**config.mk**
```make
export PLATFORM = sky130hd
export DESIGN_NAME = csx_front
export DESIGN_NICKNAME = d
export VERILOG_FILES = /design/src/rtl/csx_pkg.sv /design/src/rtl/csx_front.sv
export SDC_FILE = /design/constraint.sdc
export NUM_CORES = 1
export LEC_CHECK = 0
export ABC_AREA = 1
export BUFFER_PORTS_ARGS = -buffer_cell sky130_fd_sc_hd__buf_4
export CAP_MARGIN = 20
export CORE_ASPECT_RATIO = 0.5
export CORE_UTILIZATION = 60
export DETAILED_ROUTE_END_ITERATION = 10
export GPL_ROUTABILITY_DRIVEN = 1
export PLACE_DENSITY = 0.85
export SETUP_SLACK_MARGIN = 0.3
export SYNTH_ARGS = -nofsm -noshare
export SYNTH_HDL_FRONTEND = slang
export SYNTH_SLANG_ARGS = --single-unit
```
**constraint.sdc**
```tcl
create_clock -name clk_i -period 13.7 [get_ports clk_i]
set_input_delay 2.74 -clock clk_i [delete_from_list [all_inputs] [get_ports clk_i]]
set_output_delay 2.74 -clock clk_i [all_outputs]
set_load 0.1 [all_outputs]
```
**src/rtl/csx_pkg.sv**
```systemverilog
`timescale 1ns / 1ps
// ----------------------------------------------------------------------------
// ChaCha20 stream XOR package
// Shared constants and types for the ChaCha20 stream XOR block.
// ----------------------------------------------------------------------------
package csx_pkg;
  localparam int unsigned DoubleRounds = 10;
  localparam int unsigned RoundCount   = 2 * DoubleRounds;
  localparam int unsigned RoundW       = $clog2(RoundCount + 1);
  localparam int unsigned QueueDepth   = 2;

  localparam logic [2:0] CfgKey01   = 3'd0;
  localparam logic [2:0] CfgKey23   = 3'd1;
  localparam logic [2:0] CfgKey45   = 3'd2;
  localparam logic [2:0] CfgKey67   = 3'd3;
  localparam logic [2:0] CfgNonce01 = 3'd4;
  localparam logic [2:0] CfgNonce2  = 3'd5;
  localparam logic [2:0] CfgStart   = 3'd6;

  localparam logic [31:0] Sigma0 = 32'h61707865;
  localparam logic [31:0] Sigma1 = 32'h3320646e;
  localparam logic [31:0] Sigma2 = 32'h79622d32;
  localparam logic [31:0] Sigma3 = 32'h6b206574;

  typedef logic [15:0][31:0] state_t;

  // One classified word travelling from the front to the back.
  typedef struct packed {
    logic [31:0] msg;
    logic        last;
    logic        new_block;
    logic [3:0]  index;
    logic [31:0] counter;
  } item_t;

  function automatic logic [31:0] rotl(input logic [31:0] v, input int unsigned n);
    rotl = (v << n) | (v >> (32 - n));
  endfunction

  function automatic logic [127:0] quarter(input logic [31:0] a, input logic [31:0] b,
                                           input logic [31:0] c, input logic [31:0] d);
    logic [31:0] ta, tb, tc, td;
    ta = a + b;   td = rotl(d ^ ta, 16);
    tc = c + td;  tb = rotl(b ^ tc, 12);
    ta = ta + tb; td = rotl(td ^ ta, 8);
    tc = tc + td; tb = rotl(tb ^ tc, 7);
    quarter = {ta, tb, tc, td};
  endfunction
endpackage

```
**src/rtl/csx_front.sv**
```systemverilog
`timescale 1ns / 1ps
// ----------------------------------------------------------------------------
// ChaCha20 stream XOR front end
// Tracks word position and block counter, tags each word, feeds the queue.
// ----------------------------------------------------------------------------
module csx_front import csx_pkg::*; (
  input  logic        clk_i,
  input  logic        rst_ni,
  input  logic        valid_i,
  output logic        ready_o,
  input  logic [31:0] message_word_i,
  input  logic        restart_i,
  input  logic        final_word_i,
  input  logic [31:0] start_counter_i,
  output logic        q_valid_o,
  input  logic        q_ready_i,
  output item_t       q_item_o
);
  localparam int unsigned PtrW = $clog2(QueueDepth);

  logic [3:0]  index_q, index_d;
  logic [31:0] counter_q, counter_d;
  item_t       queue_q [QueueDepth];
  logic [PtrW-1:0] wr_q, rd_q;
  logic [PtrW:0]   cnt_q;
  logic push, pop;
  logic [3:0]  cur_index;
  logic [31:0] cur_counter;

  assign ready_o   = (cnt_q != (PtrW+1)'(QueueDepth));
  assign q_valid_o = (cnt_q != '0);
  assign q_item_o  = queue_q[rd_q];
  assign push = valid_i && ready_o;
  assign pop  = q_valid_o && q_ready_i;

  always_comb begin
    cur_index   = restart_i ? 4'd0 : index_q;
    cur_counter = restart_i ? start_counter_i : counter_q;
    index_d     = cur_index + 4'd1;
    counter_d   = (cur_index == 4'd15) ? cur_counter + 32'd1 : cur_counter;
  end

  always_ff @(posedge clk_i or negedge rst_ni) begin
    if (!rst_ni) begin
      index_q   <= '0;
      counter_q <= '0;
      wr_q      <= '0;
      rd_q      <= '0;
      cnt_q     <= '0;
    end else begin
      if (push) begin
        index_q   <= index_d;
        counter_q <= counter_d;
        wr_q      <= wr_q + PtrW'(1);
      end
      if (pop) rd_q <= rd_q + PtrW'(1);
      cnt_q <= cnt_q + (PtrW+1)'(push) - (PtrW+1)'(pop);
    end
  end

  always_ff @(posedge clk_i) begin
    if (push) begin
      queue_q[wr_q] <= '{msg: message_word_i, last: final_word_i,
                         new_block: (cur_index == 4'd0), index: cur_index,
                         counter: cur_counter};
    end
  end
endmodule

```
==> summary.md <==
| Metric | Value |
|---|---|
| Top-area cell type share of the netlist area | 0.5185 |
| Clock Path Buffers | 2 |
| H-tree levels | 4 |
| Setup Buffers After CTS | 0 |
| Antenna-violating nets left | 0 |
| Total GRT Usage | 0.2636 |
| Crit path DAT | 2000 ps |
| Cell count of the worst reg-to-reg path | 5 |
| Post-DP HPWL | 11.64 mm |
| Setup tns final | 0 ps |
| Area Overhead vs Synth | 21.67% |
| Leading register cell type out of synthesis | edfxtp_1 |
| Fraction of layout instances using a drive strength above 1 | 0.2246 |
| Fmax | 211.2 MHz |
| Average cell area after synthesis | roughly 9.7 um^2 |
| Final Skew | between 8 and 9 ps |
| Crit path launch type | flip-flop |
| Post-synth EDFFs | 140 |
| I/O pin cnt | about 140 |
| Skew-Pair Late Insertion Delay | 430 ps |
| Reg-to-Reg End | queue_q[0][19] |
| Violated checks | design-rule violations |
| CTS Sinks | 180 |
| Placed instance area | 0.009278 mm^2 |
| DRC | 11 |
| Root Buffer | clkbuf_16 |
| Die X | 166.4 um |
| CP Capture Type | output pin |
| CP Max Fanout | 70 |
| Fraction of registers with async set/reset | 0.2222 |
| Initial DRT Pass Iterations | 8 |
| Final Hold Fails | 0 |
| RSZ-0062 raised after global routing | false |
| WL final | 17.77 mm |
| Slew Limit Fails | 0 |
| Netlist cell types | 38 |
| Initial antenna violation count | 0 |
| Yosys top cell by area | edfxtp_1 |
| First-pass GRT wire length | ~28 mm |
| Synth warn | 0 |
| Tmin final | around 4700 ps |
| Die height | 84.20 um |
| Cts bufs inserted | 17 |
| Synth area leaders | edfxtp_1 52%, nand2_1 19%, dfrtp_1 12% |
| Die area | 0.01401 mm^2 |
| Num rows | 29 |
| Sequential area share after synthesis | 0.6420 |
| Most instantiated cells after synthesis | 401 x nand2_1, 140 x edfxtp_1, 47 x nor2_1 |
| Worst EP required | 10,960 ps |
| Largest net degree at the start of global routing | around 70 |
| Crit path to | q_item_o[33] |
| Via count | 6,196 |
| Post-route setup slack | 8964 ps |
| Via-to-Cell Ratio | approximately 5.4 |
| Core area | ~0.013 mm^2 |
| CP Launch Point | rd_q |
| # port buffers | 141 |
| Worst r2r src | cnt_q[1] |
| Period utilization | 0.3457 |
| Crit Path Category | flip-flop to output pin |
| GR Overflow Total | 0 |
| Final setup vio count | 0 |
| Starting Density | 0.6277 |
| Most common cell in the netlist | nand2_1 |
| Cts repair resizes | 0 |
| Cell area after synthesis | 0.008108 mm^2 |
| Wire per inst | 15.39 um |
| Gate Count Post-Synth | 836 |
| Worst hold path class | flip-flop to flip-flop |
| Vias in the first global route | 5,825 |
| Synthesis-stage register bit count | 180 |
| Mapped Nets | 911 |
| Cts hold-fix bufs | 0 |
| Rel. slew slack | 0.3625 |
| FF-to-FF setup slack | between 10,000 and 15,000 ps |
| GPL Wtd Cong | 0.9098 |
| Nets@finish | approximately 1,000 |
| CTS tree | done |
| Status | complete, but fails checks |
| Final Cell Area | 0.009864 mm^2 |
| MaxCap Viol Count | 0 |
| Clk pin slew, worst setup/hold paths | 70 ps |
| DRT iter0 DRCs | 614 |
| Number of inserted diodes | 0 |
| Post-place setup slack | 8709 ps |
| Actual slew at the worst max-slew pin | 955.3 ps |
-- worst min path at each step --
stage	slack (ps)	endpoint	start	depth (start not counted)
detailed placement	470	counter_q[17]	counter_q[17]	2
global route	510	counter_q[9]	counter_q[9]	2
floorplan	440	counter_q[31]	counter_q[31]	2
CTS	490	counter_q[20]	counter_q[20]	2
finish	480	counter_q[20]	counter_q[20]	2
global placement	460	counter_q[31]	counter_q[31]	2
-- state kept, by name, summed over array words and instances, names as in the netlist --
name,count
wr_q,1
cnt_q,2
index_q,4
queue_q,140
counter_q,32
rd_q,1
-- cell families (layout without fill, tap and decap cells) --
| kind of cell | Yosys count | after routing | share of synthesized area |
|---|---|---|---|
| flops | 180 | 180 | 0.6420 |
| xor+xnor | 9 | 9 | 0.009723 |
| buf+inv | 76 | 224 | 0.04290 |
| fa+ha+maj | 5 | 5 | 0.007716 |
| compound gates | 33 | 33 | 0.02469 |
| simple gates | 533 | 533 | 0.2730 |
-- cells in the final DEF, fill, tap and decap left out, types with 2 or more instances in the layout --
master and instances:
o21ai_0 18, o21ai_2 4, buf_4 145, inv_2 3, inv_8 5, nand2_2 14, xnor2_1 3, inv_6 5
nand2_1 401, o21ai_1 3, nand4_1 8, dfrtp_1 39, edfxtp_1 140, and2_1 2, nor2_4 6, clkinv_4 2
inv_1 42, nor3_1 3, nand3_1 37, nor2_2 9, or2_2 2, a21oi_1 3, ha_1 5, nor2_1 45
o211ai_1 2, xor2_1 6, clkbuf_16 17
-- routing by layer --
layer / vias up / GRT usage / routed length [um]
met5: - / 0 / 0
li1: 2989 / - / -
met4: 0 / 0.1010 / 293
met2: 249 / 0.4431 / 8795
met1: 2927 / 0.3524 / 7422
met3: 31 / 0.04196 / 1253
-- metrics by stage --
step,utilization,hold slack [ps],cells
floorplan,-,443.8,836
global placement,0.7167,459.3,1121
detailed placement,0.7182,466.4,1122
CTS,0.7637,486.8,1154
global route,0.7637,513.6,1154
finish,0.7637,484.4,1154
-- layout make-up --
| cell class | instances | area [um^2] |
|---|---|---|
| clock buffers | 17 | 425.4 |
| fillers | 838 | 3053 |
| clock inverters | 15 | 161.4 |
| multi-input cells | 580 | 2570 |
| repair buffers | 146 | 1109 |
| inverters | 46 | 180.2 |
| flip-flops and latches | 180 | 5206 |
| well taps | 170 | 212.7 |
-- critical path, stage by stage (launching register included) --
cell	delay, ps
dfrtp_2	370
buf_4	610
nand2_1	120
nand2_1	130
buf_4	300
Power is left out: the tool's default activity adds up to more than one toggle a clock period on the data nets, which glitch-free logic cannot reach.
